--- src/hw/rtl/osm_pkg.sv ---
`timescale 1ns / 1ps
// ----------------------------------------------------------------------------
// osm_pkg
// Shared constants, types and helpers for the order statistic multiset.
// ----------------------------------------------------------------------------
package osm_pkg;

  localparam int LEAF_COUNT  = 1024;
  localparam int COUNT_W     = 20;
  localparam int RANK_W      = COUNT_W;
  localparam int VALUE_W     = $clog2(LEAF_COUNT);
  localparam int LEVELS      = VALUE_W;
  localparam int NODE_TOTAL  = 2 * LEAF_COUNT - 1;
  localparam int NODE_W      = VALUE_W + 1;
  localparam int LVL_W       = $clog2(LEVELS + 1);
  localparam int QUEUE_DEPTH = 2;

  localparam logic [COUNT_W-1:0] COUNT_MAX = {COUNT_W{1'b1}};

  typedef enum logic [1:0] {
    OP_INSERT,
    OP_DELETE,
    OP_BAD_RANK
  } op_t;

  typedef struct packed {
    op_t               op;
    logic [VALUE_W-1:0] value;
    logic [RANK_W-1:0]  rank;
  } item_t;

  typedef enum logic [2:0] {
    ST_CLEAR,
    ST_IDLE,
    ST_ISSUE,
    ST_WALK,
    ST_FINISH
  } state_t;

  typedef enum logic [1:0] {
    WALK_INSERT,
    WALK_DELETE,
    WALK_MIN
  } walk_t;

  // Heap index of the node at position pos of tree level lvl (root is level 0).
  function automatic logic [NODE_W-1:0] node_addr(input logic [LVL_W-1:0]  lvl,
                                                  input logic [NODE_W-1:0] pos);
    logic [NODE_W-1:0] base;
    base = (NODE_W'(1) << lvl) - NODE_W'(1);
    return base + pos;
  endfunction

endpackage

--- src/hw/rtl/osm_queue.sv ---
`timescale 1ns / 1ps
// ----------------------------------------------------------------------------
// osm_queue
// Short command queue between the input stage and the tree sequencer.
// ----------------------------------------------------------------------------
module osm_queue (
  input  logic           clk,
  input  logic           rst_n,
  input  logic           push_valid,
  output logic           push_ready,
  input  osm_pkg::item_t push_item,
  output logic           pop_valid,
  input  logic           pop_ready,
  output osm_pkg::item_t pop_item
);
  import osm_pkg::*;

  localparam int PTR_W = $clog2(QUEUE_DEPTH);

  item_t            slot_r [QUEUE_DEPTH];
  logic [PTR_W-1:0] wr_ptr_r;
  logic [PTR_W-1:0] wr_ptr_nxt;
  logic [PTR_W-1:0] rd_ptr_r;
  logic [PTR_W-1:0] rd_ptr_nxt;
  logic [PTR_W:0]   fill_r;
  logic [PTR_W:0]   fill_nxt;
  logic             push;
  logic             pop;

  assign push_ready = (fill_r != (PTR_W+1)'(QUEUE_DEPTH));
  assign pop_valid  = (fill_r != '0);
  assign push       = push_valid && push_ready;
  assign pop        = pop_valid && pop_ready;
  assign pop_item   = slot_r[rd_ptr_r];

  // Depth is a power of two, so the pointers wrap by themselves.
  always_comb begin
    wr_ptr_nxt = push ? wr_ptr_r + 1'b1 : wr_ptr_r;
    rd_ptr_nxt = pop ? rd_ptr_r + 1'b1 : rd_ptr_r;
    fill_nxt   = fill_r;
    if (push && !pop) begin
      fill_nxt = fill_r + 1'b1;
    end else if (pop && !push) begin
      fill_nxt = fill_r - 1'b1;
    end
  end

  always_ff @(posedge clk) begin
    if (!rst_n) begin
      wr_ptr_r <= '0;
      rd_ptr_r <= '0;
      fill_r   <= '0;
    end else begin
      wr_ptr_r <= wr_ptr_nxt;
      rd_ptr_r <= rd_ptr_nxt;
      fill_r   <= fill_nxt;
    end
  end

  always_ff @(posedge clk) begin
    if (push) begin
      slot_r[wr_ptr_r] <= push_item;
    end
  end

endmodule

--- config.mk ---
export PLATFORM = sky130hd
export DESIGN_NAME = osm_queue
export DESIGN_NICKNAME = d
export VERILOG_FILES = /design/src/hw/rtl/osm_pkg.sv /design/src/hw/rtl/osm_queue.sv
export SDC_FILE = /design/constraint.sdc
export NUM_CORES = 1
export LEC_CHECK = 0
export BUFFER_PORTS_ARGS = -buffer_cell sky130_fd_sc_hd__buf_4
export CORE_ASPECT_RATIO = 0.5
export CORE_MARGIN = 2
export CORE_UTILIZATION = 46
export CTS_CLUSTER_SIZE = 8
export DETAILED_ROUTE_END_ITERATION = 7
export PLACE_DENSITY = 0.74
export SYNTH_ARGS = -nofsm -noshare
export SYNTH_HDL_FRONTEND = slang
export SYNTH_SLANG_ARGS = --single-unit
export TNS_END_PERCENT = 10
--- constraint.sdc ---
create_clock -name clk -period 2 [get_ports clk]
set_clock_uncertainty 0.15 [all_clocks]
set_input_delay 0.3 -clock clk [delete_from_list [all_inputs] [get_ports clk]]
set_output_delay 0.3 -clock clk [all_outputs]
set_load 0.05 [all_outputs]
Word-level counts from Yosys, hierarchy flattened
Memories as Yosys holds them, arrays and structs flattened. A register that Yosys moved wholly into a read port is not among the register bits.
Cells that the tools add are included.

operators by class
  muxes and demuxes = 6
  $add $sub $neg = 4
  equal/unequal tests = 1
  reductions and logical operators = 8

operators by type and width
  operator                                                             count
  1-bit logical AND                                                    4
  1-bit two-way mux                                                    4
  2-bit two-way mux                                                    2
  2-bit nonzero test                                                   2
  1-bit adder (second input constant)                                  2
  2-bit by 1-bit adder with 2-bit output (second input constant)       1
  1-bit zero test                                                      2
  2-bit != test (second input constant)                                1
  2-bit by 1-bit subtractor with 2-bit output (second input constant)  1

word-level totals
  memories kept = 1
  output and inout bits = 34
  bits in writable memories = 64
  word-level logic and storage cells = 23
  register bits = 4

memory list
  name    depth  width  rd ports  clocked after Yosys merged registers in  write ports  line             source
  slot_r  2      32     1         1                                        1            osm_queue.sv:20  item_t slot_r [QUEUE_DEPTH];

Logic depth before layout (Yosys ltp)
Gate-level depths: netlist (run 1).

  depth after elaboration = 6
  mapped depth = 6
  mapped depth without buffers = 6

Worst setup path after synthesis (run 1)
Ideal clock, no wire load.

  kind = reg2reg
  start = register fill_r[0]
  end = memory slot_r[1][0] (netlist bit), enable pin
  slack = -0.056 ns
  path buffers = 0
  stages on the path, launching flop included = 3
  arrival = 1.514 ns
  clock period less this slack = 2.056 ns
  data required time = 1.458 ns
  setup time = 0.392 ns
  path through = dfxtp_1 nand2b_4 and3_1

on the way
  longest elaborated chain between the ends = 4

RTL lines
  element                                  line             source
  start, declared                          osm_queue.sv:25  logic [PTR_W:0] fill_r;
  start signal, assigned                   osm_queue.sv:56  fill_r <= fill_nxt;
  2-bit != test                            osm_queue.sv:30  assign push_ready = (fill_r != (PTR_W+1)'(QUEUE_DEPTH));
  via push_ready                           osm_queue.sv:10  output logic push_ready,
  1-bit logical AND                        osm_queue.sv:32  assign push = push_valid && push_ready;
  1-bit two-way mux                        osm_queue.sv:61  if (push) begin
  1-bit two-way mux (not written as such)  osm_queue.sv:62  slot_r[wr_ptr_r] <= push_item;
  end, declared                            osm_queue.sv:20

The timed path passes the listed nets, and every way through them passes these cells.

==> out/metrics.yaml, run 1 <==
outcome:
  outcome: "finished, final reports clean"
finish:
  layout.area.seq_um2: 2020
  fillCellCount: 362
  n_antenna_cell: 0
  finalNetCount: 275
  multi_input_area_um2: 500
  final_util: 0.694
  drive_gt1_frac: 0.514
  area_growth_pct: 47.5
synthesis:
  yosys-top-cells-area: "edfxtp_1 75%, mux2_2 13%, dfxtp_1 3.9%, and2_1 0.98%, buf_4 0.88%"
  yosys-top-cells-count: "64 x edfxtp_1, 30 x mux2_2, 5 x dfxtp_1, 4 x and2_1, 3 x buf_4"
  synth_enable_flop_cells: 64
  synthDistinctLibCells: 21
  synth-seq-cells: 69
  synth_top_area_frac: 0.753
  syn_area_um2: 2550
  syn-instance-count: 124
  yosys.area.top_type: "edfxtp_1"
  syn_avg_cell_area_um2: 20.6
  synth_flop_cell: "edfxtp_1"
  synth.most_common_cell: "edfxtp_1"
  synth-warning-count: 0
  synth_nets: 161
  seq_area_frac_synth: 0.793
  async_flop_share: 0
sta:
  finalSetupViolations: 0
  max_slew_margin: 0.828
  fin_crit_sh: 0.965
  worstMarginPinSlew_ns: 0.259
  tns_ns: 0
  fin_hold_ws_ns: 0.0661
  fmax_mhz: 518
  grt_setup_unrepaired: "true"
  layout_min_cycle_time_ns: 1.93
  final_max_slew_viol_count: 0
  finalHoldViolations: 0
clock_tree:
  clk_path_buf_depth: 2
  cts-root-buf: "clkbuf_8"
  htreeDepth: 3
  path_clk_slew_ns: 0.07
  cts_setup_buffers: 0
  cts_sinks: 69
  numCtsBuffers: 9
  clock_latency_ns: 0.33
  cts_tree: "built"
floorplanning:
  coreArea_um2: 5420
  die-area_um2: 6190
  placementRows: 19
  fp.dieW_um: 109
  io_pins: 70
  chipHeight_um: 56.7
  initial_utilization: 0.471
critical_path:
  end_kind: "primary output"
  required_ns: 1.55
  startpoint_type: "flip-flop"
  cp.arrival_ns: 1.48
  critPathKind: "flip-flop to primary output"
  crit_fanout: 20
power:
  power.leakage_uw: 0.00144
  p_per_area_nw_per_um2: 1380
  seqPwrFrac: 0.361
  swShare: 0.346
  p_int_uw: 3410
  switchingPower_uw: 1800
  ir_drop_uv: 714
  combPwrFrac: 0.369
  clkPwrFrac: 0.270
global_route:
  grt_pass1_wl_mm: 7.45
  grt_pass1_vias: 1577
  grt_start_max_net_pins: 21
  antenna_found_initial: 0
  track_usage: 0.168
  overflow: 0
route:
  wl_per_cell_um: 15.3
  dr.pass1.iters: 5
  drt_wl_total_mm: 4.85
  drtIter0Drc: 76
  route.detailed.drc: 0
  via_count: 1488
  viasPerCell: 4.71
  drtAntennaViolNets: 0
place:
  dp_hpwl_mm: 3.02
  gp_congestion: 0.801
  portBuffers: 69
hold_path:
  hold_class: "input port to flip-flop"
run:
  drv_cap: 0
==> routing by layer <==
layer | share of wire | global-route usage | vias up
li1 | - | - | 708
met1 | 0.38 | 0.178 | 751
met2 | 0.57 | 0.311 | 24
met3 | 0.029 | 0.0465 | 5
met4 | 0.011 | 0.0705 | 0
met5 | 0 | 0 | -
==> cells by family (layout without fill, tap and decap cells) <==
group,after synthesis,count (layout),share of synthesized area
AOI/OAI and AO/OA,5,5,0.0137
buffers and inverters,5,124,0.0118
adders and majority gates,1,1,0.00490
and+or+nand+nor,9,9,0.0255
DFF,69,69,0.793
muxes,32,32,0.141
xor gates and xnor gates,3,3,0.0103
==> repair_timing <==
item,4_1_cts,5_1_grt
endpoints found under the hold margin,64,0
hold buffers,32,0
resized for setup,1,0
setup endpoints to repair,1,1
==> state kept, by name (all words and copies together), names as in the netlist, named ones only <==
name / cells
wr_ptr_r: 1
fill_r: 2
rd_ptr_r: 1
slot_r: 64
==> power groups by stage <==
stage               Sequential [uW]  Combinational (uW)  Clock [uW]
floorplan                      1890                1360           0
global placement               1890                1850           0
detailed placement             1910                1870           0
CTS                            1880                1930        1440
global route                   1900                2020        1490
finish                         1880                1920        1400
==> area by class of cell <==
class / instances / share of cell area
Inverter: 1 / 0.000998
Multi-Input combinational cell: 50 / 0.133
Tap cell: 73 / 0.0243
Clock buffer: 11 / 0.0402
Sequential cell: 69 / 0.537
Timing Repair Buffer: 107 / 0.236
Clock inverter: 5 / 0.0283
==> per-stage QoR <==
step | cells | power (uW) | cell area [um2] | worst slack [ns]
finish | 316 | 5200 | 3760 | 0.0693
global route | 316 | 5400 | 3760 | -0.00310
CTS | 316 | 5250 | 3760 | 0.0577
detailed placement | 268 | 3780 | 3180 | 0.274
global placement | 268 | 3730 | 3180 | 0.349
floorplan | 124 | 3250 | 2550 | 0.0668
==> critical path, stage by stage, from the launching register on <==
cell,delay [ns]
dfxtp_1,0.35
buf_6,0.23
mux2_2,0.37
buf_4,0.19
==> final timing paths <==
| path | slack, ns | startpoint | endpoint | cells past startpoint |
|---|---|---|---|---|
| max | 0.07 | flip-flop | pop_item[20] | 3 |
| max reg2reg | 0.27 | fill_r[0] | fill_r[1] | 5 |
| min | 0.07 | rst_n | rd_ptr_r | 2 |
| min reg2reg | 0.42 | fill_r[1] | fill_r[1] | 2 |
==> cells in the final DEF, fill, tap and decap left out, types with 2 or more instances in the layout <==
master	n
mux2_2	30
edfxtp_1	64
xnor2_1	2
dlygate4sd3_1	32
bufinv_16	3
mux2_1	2
buf_4	74
clkbuf_8	11
dfxtp_1	5
and2_1	4
No activity file was read; power rests on OpenSTA's default activity.
==> run 2: changes to the inputs <==
--- a/config.mk
+++ b/config.mk
@@ -8,10 +8,10 @@
 export BUFFER_PORTS_ARGS = -buffer_cell sky130_fd_sc_hd__buf_4
 export CORE_ASPECT_RATIO = 0.5
 export CORE_MARGIN = 2
-export CORE_UTILIZATION = 46
+export CORE_UTILIZATION = 55
 export CTS_CLUSTER_SIZE = 8
 export DETAILED_ROUTE_END_ITERATION = 7
-export PLACE_DENSITY = 0.74
+export PLACE_DENSITY = 0.83
 export SYNTH_ARGS = -nofsm -noshare
 export SYNTH_HDL_FRONTEND = slang
 export SYNTH_SLANG_ARGS = --single-unit
==> constraint.sdc (replaced) <==
create_clock -name clk -period 2.45 [get_ports clk]
set_clock_uncertainty 0.15 [all_clocks]
set_input_delay 0.3675 -clock clk [delete_from_list [all_inputs] [get_ports clk]]
set_output_delay 0.3675 -clock clk [all_outputs]
set_load 0.05 [all_outputs]
==> run 2 against run 1 <==
Against the previous run:
- via count down 11%
- flip-flop and latch count unchanged
- clock-buffer cell count unchanged
- global-route usage up 0.28 points
- clock power down 40%
- first-iteration DRC count down 72%
- combinational power down 21%
- die area down 16%
- sequential power down 19%
- cell count down 16%
- final area down 11%
- worst hold slack better by 0.0041 ns
==> out/metrics.yaml, run 2 (synthesized netlist as in run 1, its figures left out) <==
route:
  via_count: 1327
  drt_wl_total_mm: 4.18
  dr.pass1.iters: 4
  route.detailed.drc: 0
  drtAntennaViolNets: 0
  viasPerCell: 4.97
  wl_per_cell_um: 15.6
  drtIter0Drc: 21
clock_tree:
  postCtsHoldBufs: 0
  clock_latency_ns: 0.32
  clk_path_buf_depth: 2
  cts-root-buf: "clkbuf_8"
  cts_tree: "built"
  cts_sinks: 69
  cts_resized: 0
  cts_setup_buffers: 0
  path_clk_slew_ns: 0.07
  htreeDepth: 3
  numCtsBuffers: 9
global_route:
  grt_pass1_vias: 1395
  overflow: 0
  grt_pass1_wl_mm: 6.29
  grt.busiest_layer: "met2"
  grt_use_met2: 0.314
  track_usage: 0.170
  grt_start_max_net_pins: 33
  grt_use_met3: 0.0712
  grt_util_met1: 0.170
  antenna_found_initial: 0
sta:
  layout_min_cycle_time_ns: 2.02
  fmax_mhz: 496
  final_max_slew_viol_count: 0
  max_slew_margin: 0.719
  grt_setup_unrepaired: "false"
  finalSetupViolations: 0
  finalHoldViolations: 0
  tns_ns: 0
  fin_crit_sh: 0.823
  worstMarginPinSlew_ns: 0.421
floorplanning:
  io_pins: 70
  initial_utilization: 0.577
  placementRows: 17
  coreArea_um2: 4420
  chipHeight_um: 52.2
  fp.dieW_um: 100
  die-area_um2: 5230
finish:
  multi_input_area_um2: 499
  top_register: "slot_r"
  drive_gt1_frac: 0.571
  layout_common_cells: "74 x buf_4, 64 x edfxtp_1, 30 x mux2_2"
  mostFrequentLayoutCell: "buf_4"
  area_growth_pct: 30.7
  finalNetCount: 242
  largest_register_ffs: 64
  reg.largest.list: "slot_r (64), fill_r (2)"
  fillCellCount: 261
  layout.area.seq_um2: 2020
  n_antenna_cell: 0
hold_path:
  hold_class: "input port to flip-flop"
power:
  power.leakage_uw: 0.00127
  ir_drop_uv: 605
  totalPowerFinal_uw: 3890
  p_per_area_nw_per_um2: 1170
critical_path:
  cp.arrival_ns: 1.50
  required_ns: 1.93
  critPathKind: "flip-flop to primary output"
  r2r_slack_ns: 0.71
  crit_fanout: 17
  startpoint_type: "flip-flop"
  end_kind: "primary output"
outcome:
  outcome: "finished, final reports clean"
place:
  gp_congestion: 0.688
  portBuffers: 69
  dp_hpwl_mm: 2.90
run:
  drv_cap: 0
## run 2: cell count changes in the layout (fill, tap and decap cells not counted), sizes merged
cell         delta
buf             -1
clkinv          +2
bufinv          -2
dlygate4sd3    -32
## run 2: area by class of cell
cell class              count  share of cell area
inverters                   1             0.00113
repair buffers             74               0.167
flip-flops and latches     69               0.606
clock buffers              11              0.0394
clock inverters             5              0.0154
well taps                  57              0.0214
multi-input cells          50               0.150
## run 2: per-stage QoR
stage          hold slack, ns  worst slack, ns   util  instance area, um2  std cells
2_1_floorplan           0.316            0.394      -                2550        124
3_3_place_gp            0.377            0.798  0.712                3150        251
3_5_place_dp            0.406            0.732  0.712                3150        251
4_1_cts                0.0550            0.402  0.754                3330        267
5_1_grt                0.0426            0.368  0.754                3330        267
6_report               0.0702            0.434  0.754                3330        267
## run 2: per-layer routing
metal	vias to the layer above	routed length [um]
li1	640	-
met1	648	1620
met2	36	2310
met3	3	209
met4	0	30
met5	-	0
## run 2: where the power goes
| group | internal (uW) | switching (uW) | leakage, uW | total, uW |
|---|---|---|---|---|
| clock network | 464 | 383 | 0.0000907 | 847 |
| registers | 1480 | 57.6 | 0.000639 | 1530 |
| logic | 529 | 982 | 0.000539 | 1510 |
| total | 2470 | 1420 | 0.00127 | 3890 |
## run 2: path summary, 6_finish.rpt
check / startpoint / to / depth (start not counted)
setup / recovery: flip-flop / pop_item[23] / 3
hold / removal: push_item[2] / slot_r[1][2] / 1
setup reg to reg: fill_r[0] / fill_r[1] / 5
hold reg to reg: fill_r[1] / fill_r[1] / 2
## run 2: worst max-delay path, cell delays in order, from the launching register on
cell	delay (ns)
dfxtp_1	0.34
buf_4	0.26
mux2_2	0.38
buf_4	0.19
