File: config.mk
export PLATFORM = sky130hd
export DESIGN_NAME = osm_front
export DESIGN_NICKNAME = d
export VERILOG_FILES = /design/src/hw/rtl/osm_pkg.sv /design/src/hw/rtl/osm_front.sv
export SDC_FILE = /design/constraint.sdc
export NUM_CORES = 1
export LEC_CHECK = 0
export BUFFER_PORTS_ARGS = -buffer_cell sky130_fd_sc_hd__buf_2
export CAP_MARGIN = 20
export CORE_ASPECT_RATIO = 0.7
export CORE_UTILIZATION = 36
export DETAILED_ROUTE_END_ITERATION = 8
export PLACE_DENSITY = 0.73
export SLEW_MARGIN = 5
export SYNTH_ARGS = -nofsm -noshare
export SYNTH_HDL_FRONTEND = slang
export SYNTH_SLANG_ARGS = --single-unit
File: constraint.sdc
create_clock -name clk -period 1.75 [get_ports clk]
set_input_delay 0.2625 -clock clk [delete_from_list [all_inputs] [get_ports clk]]
set_output_delay 0.2625 -clock clk [all_outputs]
set_load 0.01 [all_outputs]
File: src/hw/rtl/osm_pkg.sv
`timescale 1ns / 1ps
// ----------------------------------------------------------------------------
// osm_pkg
// Shared constants, types and helpers for the order statistic multiset.
// ----------------------------------------------------------------------------
package osm_pkg;

  localparam int LEAF_COUNT  = 1024;
  localparam int COUNT_W     = 20;
  localparam int RANK_W      = COUNT_W;
  localparam int VALUE_W     = $clog2(LEAF_COUNT);
  localparam int LEVELS      = VALUE_W;
  localparam int NODE_TOTAL  = 2 * LEAF_COUNT - 1;
  localparam int NODE_W      = VALUE_W + 1;
  localparam int LVL_W       = $clog2(LEVELS + 1);
  localparam int QUEUE_DEPTH = 2;

  localparam logic [COUNT_W-1:0] COUNT_MAX = {COUNT_W{1'b1}};

  typedef enum logic [1:0] {
    OP_INSERT,
    OP_DELETE,
    OP_BAD_RANK
  } op_t;

  typedef struct packed {
    op_t               op;
    logic [VALUE_W-1:0] value;
    logic [RANK_W-1:0]  rank;
  } item_t;

  typedef enum logic [2:0] {
    ST_CLEAR,
    ST_IDLE,
    ST_ISSUE,
    ST_WALK,
    ST_FINISH
  } state_t;

  typedef enum logic [1:0] {
    WALK_INSERT,
    WALK_DELETE,
    WALK_MIN
  } walk_t;

  // Heap index of the node at position pos of tree level lvl (root is level 0).
  function automatic logic [NODE_W-1:0] node_addr(input logic [LVL_W-1:0]  lvl,
                                                  input logic [NODE_W-1:0] pos);
    logic [NODE_W-1:0] base;
    base = (NODE_W'(1) << lvl) - NODE_W'(1);
    return base + pos;
  endfunction

endpackage

File: src/hw/rtl/osm_front.sv
`timescale 1ns / 1ps
// ----------------------------------------------------------------------------
// osm_front
// Input stage: takes words from the input channel, classifies them as
// insert, delete or bad rank, and pushes them toward the command queue.
// ----------------------------------------------------------------------------
module osm_front (
  input  logic                         clk,
  input  logic                         rst_n,
  input  logic                         clearing,
  input  logic                         in_valid,
  output logic                         in_ready,
  input  logic                         in_mode,
  input  logic [osm_pkg::VALUE_W-1:0]  in_insert_value,
  input  logic [osm_pkg::RANK_W-1:0]   in_rank,
  output logic                         push_valid,
  input  logic                         push_ready,
  output osm_pkg::item_t               push_item
);
  import osm_pkg::*;

  logic  stg_valid_r;
  logic  stg_valid_nxt;
  item_t stg_item_r;
  item_t stg_item_nxt;
  logic  take;

  // Nothing is taken while the count memory is being cleared.
  assign in_ready = !clearing && (!stg_valid_r || push_ready);
  assign take     = in_valid && in_ready;

  always_comb begin
    stg_item_nxt       = stg_item_r;
    stg_item_nxt.value = in_insert_value;
    stg_item_nxt.rank  = in_rank;
    if (!in_mode) begin
      stg_item_nxt.op = OP_INSERT;
    end else if (in_rank == '0) begin
      stg_item_nxt.op = OP_BAD_RANK;
    end else begin
      stg_item_nxt.op = OP_DELETE;
    end
    stg_valid_nxt = take || (stg_valid_r && !push_ready);
  end

  always_ff @(posedge clk) begin
    if (!rst_n) begin
      stg_valid_r <= 1'b0;
    end else begin
      stg_valid_r <= stg_valid_nxt;
    end
  end

  always_ff @(posedge clk) begin
    if (take) begin
      stg_item_r <= stg_item_nxt;
    end
  end

  assign push_valid = stg_valid_r;
  assign push_item  = stg_item_r;

endmodule

; ---- Word-level counts from Yosys, hierarchy flattened
; Cells that the tools add are included.
[classes]
n_mux = 1
n_reduce_logical = 9
[op_table]
columns = operator, count
row1 = $logic_not A20 Y1, 1
row2 = $logic_and A1 B1 Y1, 3
row3 = $logic_not A1 Y1, 3
row4 = $logic_or A1 B1 Y1, 2
row5 = $mux W2, 1
[word_totals]
register_bits = 33
output_inout_bits = 34
wordCells = 14

; ---- Depth between registers and ports, before layout
; Gate-level depths: netlist of run 1.
[logic_depth]
depth_word = 5
mapped_depth = 3

; ---- Worst setup path after synthesis of run 1
; Ideal clock, no wire load.
[synth_timing]
path_kind = register to register
start = register stg_valid_r (netlist: push_valid)
end = register stg_item_r, in the netlist push_item[0], enable pin
arrival_ns = 1.490
path_slack_ns = -0.132
stages_incl_launch_ff = 4
period_less_slack_ns = 1.882
path_cell_list = dfxtp_1 nand2b_1 nor2b_1 and2_1
[synth_via]
elab_chain_cells = 4
[synth_lines]
columns = item, line
row1 = "start, declared", osm_front.sv:22  ; logic stg_valid_r;
row2 = "start signal, assigned", osm_front.sv:50  ; stg_valid_r <= stg_valid_nxt;
row3 = $logic_not A1 Y1, osm_front.sv:29  ; assign in_ready = !clearing && (!stg_valid_r || push_ready);
row4 = $logic_or A1 B1 Y1, osm_front.sv:29
row5 = $logic_and A1 B1 Y1, osm_front.sv:29
row6 = net in_ready, osm_front.sv:12  ; output logic in_ready,
row7 = $logic_and A1 B1 Y1, osm_front.sv:30  ; assign take = in_valid && in_ready;
row8 = net take, osm_front.sv:26  ; logic take;
row9 = "end signal, assigned", osm_front.sv:56  ; stg_item_r <= stg_item_nxt;
row10 = "end, declared", osm_front.sv:24  ; item_t stg_item_r;
; The timed path passes the listed nets, and every way through them passes these cells.
; A chain may end at the register's enable or synchronous reset.

; ---- Worst setup path after layout of run 1
[layout_timing]
start = register stg_valid_r (netlist: push_valid)
end = register stg_item_r, in the netlist push_item[18], enable pin
[layout_via]
elab_chain_cells = 4
[layout_lines]
columns = item, line
row1 = $logic_not A1 Y1, osm_front.sv:29
row2 = $logic_or A1 B1 Y1, osm_front.sv:29
row3 = $logic_and A1 B1 Y1, osm_front.sv:29
row4 = $logic_and A1 B1 Y1, osm_front.sv:30
row5 = net take, osm_front.sv:26
; The timed path passes the listed nets, and every way through them passes these cells.

==> results of run 1 <==
-- through the flow --
stage	cell area [sq um]	cells
floorplan	1070	48
global route	1570	161
global placement	1460	153
CTS	1570	161
finish	1570	161
detailed placement	1460	153
-- final timing paths --
check	endpoint	cells after the start
setup / recovery	push_item[18]$_DFFE_PP_	3
hold / removal	push_item[25]$_DFFE_PP_	1
setup reg to reg	push_item[18]$_DFFE_PP_	3
hold reg to reg	push_valid$_SDFF_PN0_	2
-- state kept, by name, summed over array words and instances, names as in the netlist --
name        cells
push_valid      1
push_item      32
-- area by class of cell --
type | count | area share (%)
Clock buffer | 6 | 4.63
Clock inverter | 2 | 2.15
Inverter | 1 | 0.239
Multi-Input combinational cell | 14 | 5.51
Sequential cell | 33 | 62.6
Tap cell | 36 | 2.87
Timing Repair Buffer | 69 | 22.0
-- worst register-to-register path, stage by stage, from the launching register on --
cell	delay, ns
dfxtp_1	0.30
nand2b_1	0.08
nor2b_1	0.16
and2_2	0.62
-- kinds of logic (layout without fill, tap and decap cells) --
group,count (synthesis),after routing,share of synthesized area [%]
DFF,33,33,91.7
and+or+nand+nor,12,12,6.55
AOI/OAI and AO/OA,2,2,1.40
buffers and inverters,1,78,0.351
-- synthesized netlist by cell type, drive strengths merged --
master / number
edfxtp: 32
nor2b: 1
nor4: 5
inv: 1
a21boi: 1
and2: 1
nand3: 1
dfxtp: 1
nor3: 1
nand2b: 2
nand2: 1
o21a: 1
-- per-layer routing --
layer | up-vias | part of all wire [%] | track usage [%]
met2 | 45 | 45 | 18.0
met4 | 0 | 1.1 | 7.66
met3 | 4 | 12 | 5.95
li1 | 340 | - | -
met1 | 300 | 42 | 15.8
met5 | - | 0 | 0
-- power breakdown --
| part | switching, mW | internal, mW |
|---|---|---|
| Sequential | 0.00774 | 0.908 |
| Combinational | 0.0615 | 0.0537 |
| Clock | 0.240 | 0.419 |
==> results.yml, run 1 <==
sta:
  min_period_over_period_pct: 88.1
  setup_violations: 0
  min_period_ns: 1.54
  hold_violations: 0
  skew_ns: 0.00448
  tightest_slew_ns: 0.689
  hold_slack_ns: 0.167
  setup_ws_ns: 0.209
  setup-tns-final_ns: 0
  rsz0062_at_grt: "false"
  slew_headroom_pct: 54.0
  fmax_mhz: 649
  drv_slew: 0
cells_and_area:
  syn_to_final_growth_pct: 46.5
  multi_input_comb_area_sq_um: 86.3
  nets: 160
  fillers: 242
  ff_latch_area_sq_um: 981
  fin_util_pct: 55.9
  antennaDiodeCount: 0
  final_common_cell: "buf_2"
  mostFrequentLayoutCells: "69 x buf_2, 32 x edfxtp_1, 5 x nor4_1, 5 x clkbuf_8, 2 x nand2b_1"
  drive_gt1_share_pct: 60.8
cts:
  worstSkewPairLatency_ns: 0.27
  ctsRootBufferMaster: "clkbuf_8"
  clock_sinks: 33
  cts_buffers: 5
  h-tree-depth: 2
  cts-resized-gates: 0
  clkTransAtPathRegs_ns: 0.06
  postCtsSetupBuffers: 0
  hold_buffers: 0
  cts_tree: "yes"
  cts_buffer_depth: 2
worst_hold_path:
  worstHoldPathType: "in2reg"
  min_from: "in_insert_value[5]"
grt:
  grt.overflow.total: 0
  grt.total_usage_pct: 12.6
  grt_max_degree: 33
  antenna_found_initial: 0
  grt_pass1_vias: 582
  grt_pass1_wl_um: 2640
floorplanning:
  die_area_sq_um: 3200
  die_w_um: 67.2
  die_h_um: 47.6
  rows: 16
  ios: 70
  initial_utilization_pct: 38.2
  core_sq_um: 2800
run:
  maxCapViolCount: 0
synth:
  ys_types: 12
  synthCells: 48
  seq_area_frac_synth_pct: 91.7
  ys_warn_count: 0
  synth_largest_area_cell: "edfxtp_1"
  synth.area.top_cells: "edfxtp_1 90%, nor4_1 2.9%, dfxtp_1 1.9%"
  syn_area_sq_um: 1070
  synth_nets: 84
  syn_area_per_cell_sq_um: 22.3
  ys_seq_elements: 33
  synth_top_area_share_pct: 89.8
worst_setup_path:
  critPathLaunchType: "flop"
  crit_family: "simple AND/OR/NAND/NOR gates"
  crit_path_max_fanout: 32
  reg2reg_slack_ns: 0.21
  cp_slowest_cell: "and2_2"
  slowest_delay_ns: 0.62
  worst_ep_arrival_time_ns: 1.45
  path_class: "reg2reg"
  critPathRequiredTime_ns: 1.65
  critPathBufInv: 0
  worstSetupStartpoint: "push_valid$_SDFF_PN0_"
  cp-end-kind: "flop"
  crit_chain: "nand2b_1 > nor2b_1 > and2_2"
  r2r_start: "push_valid$_SDFF_PN0_"
place:
  io_buffers: 69
  place.gp.congestion: 0.669
  pre_cts_slack_ns: 0.142
routing:
  drc_errors: 0
  routedWlPerCell_um: 11.7
  viasPerCell: 4.28
  vias: 689
  drt-pass1-iter-count: 4
  drt_iter0_drc: 23
  ant_nets: 0
  routed_wl_um: 1880
power_and_ir_drop:
  power_leakage_nw: 0.653
  peakVddDrop_uv: 471
  finalPower_mw: 1.69
  power.density_nw_per_um2: 1080
status:
  outcome: "finished clean"
Power figures use the tool's default switching activity.
==> run 2: changes to the inputs <==
- CORE_MARGIN: default -> 1.5
==> run 2 against run 1 <==
  * Clock-buffer cell count fell by 1
  * Worst hold slack worse by 0.0084 ns
  * Die area increased by 3.6%
  * Register-to-register slack improved by 0.27 ns
  * Combinational power grew 6%
  * Highest routed layer unchanged
  * Clock power barely moved
==> results.yml, run 2 (synthesis results as in run 1) <==
status:
  outcome: "finished clean"
cts:
  h-tree-depth: 2
  cts_buffer_depth: 2
  worstSkewPairLatency_ns: 0.28
  cts_buffers: 5
  clkTransAtPathRegs_ns: 0.06
  cts-resized-gates: 0
  postCtsSetupBuffers: 0
  clock_sinks: 33
  cts_tree: "yes"
  ctsRootBufferMaster: "clkbuf_8"
  hold_buffers: 0
power_and_ir_drop:
  power.density_nw_per_um2: 1070
  power_leakage_nw: 0.663
  peakVddDrop_uv: 557
sta:
  hold_violations: 0
  setup-tns-final_ns: 0
  skew_ns: 0.00523
  rsz0062_at_grt: "false"
  drv_slew: 0
  setup_violations: 0
  tightest_slew_ns: 0.332
  min_period_over_period_pct: 72.7
  min_period_ns: 1.27
  fmax_mhz: 787
  slew_headroom_pct: 77.7
grt:
  antenna_found_initial: 0
  grtUsageMet2_pct: 20.9
  grt_pass1_vias: 711
  grt-busiest-layer: "met2"
  grt.total_usage_pct: 13.9
  grt_pass1_wl_um: 3070
  use_met3_pct: 8.37
  grt.overflow.total: 0
  grt_max_degree: 33
  use_met1_pct: 15.0
routing:
  routedWlPerCell_um: 12.5
  drt-pass1-iter-count: 2
  vias: 710
  drt_iter0_drc: 23
  viasPerCell: 4.41
  routed_wl_um: 2020
  ant_nets: 0
  drc_errors: 0
cells_and_area:
  drive_gt1_share_pct: 62.4
  fin_util_pct: 56.6
  fin_area_sq_um: 1590
  mostFrequentLayoutCells: "69 x buf_2, 32 x edfxtp_1, 5 x nor4_1, 5 x clkbuf_8, 2 x nand2b_1"
  largest_reg_flops: 32
  syn_to_final_growth_pct: 48.2
  finalNonFillerCells: 161
  antennaDiodeCount: 0
  final_common_cell: "buf_2"
  nets: 161
worst_setup_path:
  worstSetupStartpoint: "push_valid$_SDFF_PN0_"
  crit_path_max_fanout: 2
  r2r_start: "push_valid$_SDFF_PN0_"
  worst_ep_arrival_time_ns: 1.01
  r2r_cells: 4
  reg2reg_to: "push_item[12]$_DFFE_PP_"
  critPathLaunchType: "flop"
  path_class: "reg2out"
  cp-end-kind: "primary output"
  critPathRequiredTime_ns: 1.49
  reg2reg_slack_ns: 0.48
worst_hold_path:
  hold_depth: 1
  hold_path_end: "push_item[22]$_DFFE_PP_"
  worstHoldPathType: "in2reg"
  min_from: "in_insert_value[2]"
floorplanning:
  die_w_um: 68.2
  ios: 70
  die_area_sq_um: 3310
  core_sq_um: 2800
  die_h_um: 48.6
  rows: 16
  initial_utilization_pct: 38.2
place:
  post-place-cells: 154
  place.gp.congestion: 0.649
  placed_area_sq_um: 1480
  io_buffers: 69
  dp_hpwl_um: 1550
run:
  maxCapViolCount: 0
==> run 2: worst max-delay path: stages (launching register included) <==
cell	delay [ns]
dfxtp_1	0.31
nand2b_1	0.09
nor2b_1	0.17
buf_2	0.16
==> run 2: metal layers <==
layer / part of all wire [%] / routed length [um]
met5: 0 / 0
met3: 11 / 226
met2: 49 / 997
met4: 0.94 / 19
met1: 38 / 775
==> run 2: power by group <==
group	switching (mW)	internal (mW)	total, mW
clock	0.246	0.413	0.658
sequential	0.00754	0.907	0.915
combinational	0.0636	0.0587	0.122
total	0.317	1.38	1.70
==> run 2: cell type report <==
class	instances	area, sq um
Fill cell	239	1220
Tap cell	36	45.0
Multi-Input combinational cell	14	86.3
Timing Repair Buffer	70	365
Inverter	1	3.75
Clock buffer	5	68.8
Sequential cell	33	981
Clock inverter	2	35.0
==> run 2: worst max-delay path by stage <==
stage                                              to
after floorplan                push_item[0]$_DFFE_PP_
after global routing          push_item[13]$_DFFE_PP_
final                                        in_ready
after global placement    push_item[30]$_SDFFCE_PN0P_
after CTS                                    in_ready
after detailed placement  push_item[30]$_SDFFCE_PN0P_
==> run 2: through the flow <==
step                      setup WS, ns  total power, mW  hold WS [ns]
after floorplan                  0.196            0.970         0.361
after global placement           0.441             1.05         0.442
after detailed placement         0.397             1.06         0.442
after CTS                        0.461             1.72         0.148
after global routing             0.411             1.78         0.146
final                            0.479             1.70         0.158
==> run 3: changes to the inputs <==
- ABC_AREA: default -> 1
- CORE_UTILIZATION: 36 -> 41
- PLACE_DENSITY: 0.73 -> 0.77
- clock period: 1.75 -> 1.3 ns (I/O delays scaled with it)
==> run 3 against run 2 <==
  * Clock skew shrank 0.0016 ns
  * Cell count grew 8.7%
  * Sequential share of layout area shrank 1.5 points
  * Clock-buffer cell count is the same
  * Register-to-register slack lost 0.31 ns
  * Sequential cell count is the same
  * Critical path depth grew 1
  * Area after synthesis grew 3.9%
  * Sequential power grew 34%
  * Global-route usage grew 0.39 points
  * Via count grew 8.0%
  * Critical path type unchanged
  * Critical endpoint unchanged
==> results.yml, run 3 <==
place:
  placed_area_sq_um: 1550
  place.gp.congestion: 0.694
  pre_cts_slack_ns: 0.176
  dp_hpwl_um: 1650
  post-place-cells: 167
  io_buffers: 69
sta:
  drv_slew: 0
  skew_ns: 0.00365
  hold_violations: 0
  slew_headroom_pct: 82.5
  fmax_mhz: 871
  min_period_over_period_pct: 88.3
  setup_ws_ns: 0.152
  setup-tns-final_ns: 0
  setup_violations: 0
  tightest_slew_ns: 0.262
  rsz0062_at_grt: "false"
  min_period_ns: 1.15
synth:
  syn_area_per_cell_sq_um: 17.9
  synthCells: 62
  syn_area_sq_um: 1110
  synth.area.top_cells: "edfxtp_1 86%, nor2_1 4.4%, dfxtp_1 1.8%"
  synth_edf_count: 32
  ys_types: 11
  ys_async_sr_fraction_pct: 0
  ys_warn_count: 0
  synth_top_area_share_pct: 86.5
  ys_top_cells_by_count: "32 x edfxtp_1, 13 x nor2_1, 5 x inv_1, 5 x nand2_1"
  synth_largest_area_cell: "edfxtp_1"
  seq_area_frac_synth_pct: 88.3
  synthFlopType: "edfxtp_1"
  yosysMostFrequentCell: "edfxtp_1"
  ys_seq_elements: 33
  synth_nets: 98
routing:
  viasPerCell: 4.38
  ant_nets: 0
  drt-pass1-iter-count: 4
  drt_iter0_drc: 24
  routedWlPerCell_um: 11.5
  routed_wl_um: 2020
  vias: 767
  drc_errors: 0
power_and_ir_drop:
  power_leakage_nw: 0.706
  peakVddDrop_uv: 732
  power.density_nw_per_um2: 1290
worst_setup_path:
  critPathCapture: "in_ready"
  slowest_delay_ns: 0.34
  worstSetupStartpoint: "push_valid$_SDFF_PN0_"
  crit_chain: "inv_2 > nor2_4 > nor2_1 > buf_2"
  cp_slowest_cell: "dfxtp_2"
  crit_path_max_fanout: 3
  worst_ep_arrival_time_ns: 0.95
  critPathLaunchType: "flop"
  r2r_start: "push_valid$_SDFF_PN0_"
  path_class: "reg2out"
  cp-end-kind: "primary output"
  crit_family: "flip-flops"
  cp.depth: 4
  reg2reg_to: "push_item[4]$_DFFE_PP_"
  critPathRequiredTime_ns: 1.11
  reg2reg_slack_ns: 0.17
  r2r_cells: 4
  critPathBufInv: 2
grt:
  grt_pass1_vias: 686
  grt_pass1_wl_um: 2810
  grt_max_degree: 19
  grt.overflow.total: 0
  grt.total_usage_pct: 14.3
  antenna_found_initial: 0
cts:
  postCtsSetupBuffers: 0
  cts-resized-gates: 0
  worstSkewPairLatency_ns: 0.27
  ctsRootBufferMaster: "clkbuf_8"
  hold_buffers: 0
  clkTransAtPathRegs_ns: 0.06
  h-tree-depth: 2
  clock_sinks: 33
  cts_buffer_depth: 2
  cts_tree: "yes"
  cts_buffers: 5
floorplanning:
  die_area_sq_um: 3040
  ios: 70
  die_h_um: 46.6
  rows: 15
  initial_utilization_pct: 44.2
  die_w_um: 65.2
  core_sq_um: 2510
cells_and_area:
  final_common_cell: "buf_2"
  fin_util_pct: 64.7
  finalNonFillerCells: 175
  nets: 176
  mostFrequentLayoutCells: "69 x buf_2, 32 x edfxtp_1, 13 x nor2_1"
  syn_to_final_growth_pct: 46.5
  largest_reg_flops: 32
  antennaDiodeCount: 0
  drive_gt1_share_pct: 58.2
  fin_area_sq_um: 1630
run:
  maxCapViolCount: 0
worst_hold_path:
  worstHoldPathType: "in2reg"
status:
  outcome: "finished clean"
run 3: cell count changes after synthesis, moves of 2 or more:
cell | previous run | this run
nand2b_1 | 2 | 0
nor2_1 | 0 | 13
nand2_1 | 1 | 5
nor4_1 | 5 | 0
inv_1 | 1 | 5
run 3: cells by family (layout without fill, tap and decap cells):
logic type	Yosys count	after routing	share of synthesized area [%]
buffers and inverters	5	84	1.69
AND/OR/NAND/NOR	23	23	9.57
flip-flops	33	33	88.3
AO/OA/AOI/OAI	1	1	0.450
run 3: final cells by class:
type / count / area (sq um)
well taps: 34 / 42.5
clock buffers: 5 / 68.8
repair buffers: 71 / 385
flip-flops and latches: 33 / 982
fillers: 210 / 887
multi-input cells: 24 / 118
clock inverters: 3 / 12.5
inverters: 5 / 18.8
run 3: report_power, final:
| group | internal (mW) | switching, mW |
|---|---|---|
| sequential | 1.22 | 0.0104 |
| combinational | 0.0892 | 0.0971 |
| clock | 0.359 | 0.323 |
run 3: worst reg2reg max path, stage by stage (launching register included):
cell     delay, ns
dfxtp_2       0.33
inv_2         0.06
nor2_4        0.04
nor3_4        0.21
buf_12        0.19
run 3: worst min path at each step:
| stage | startpoint | end | cells past startpoint |
|---|---|---|---|
| 3_3_place_gp | in_insert_value[3] | push_item[23]$_DFFE_PP_ | 1 |
| 2_1_floorplan | in_rank[0] | push_item[0]$_DFFE_PP_ | 0 |
| 6_report | in_insert_value[1] | push_item[21]$_DFFE_PP_ | 1 |
| 5_1_grt | in_insert_value[8] | push_item[28]$_DFFE_PP_ | 1 |
| 3_5_place_dp | in_insert_value[1] | push_item[21]$_DFFE_PP_ | 1 |
| 4_1_cts | in_insert_value[1] | push_item[21]$_DFFE_PP_ | 1 |
run 3: per-layer routing:
layer / vias up / wire, um / global-route usage [%] / share of wire [%]
met3: 2 / 339 / 13.0 / 17
met5: - / 0 / 0 / 0
met4: 0 / 11 / 6.25 / 0.54
met2: 58 / 923 / 22.4 / 46
met1: 332 / 747 / 13.2 / 37
li1: 375 / - / - / -
run 3: metrics by stage:
stage,power [mW],hold slack (ns)
6_report,2.10,0.0946
5_1_grt,2.18,0.0793
4_1_cts,2.12,0.0902
3_5_place_dp,1.45,0.375
3_3_place_gp,1.44,0.373
2_1_floorplan,1.32,0.294
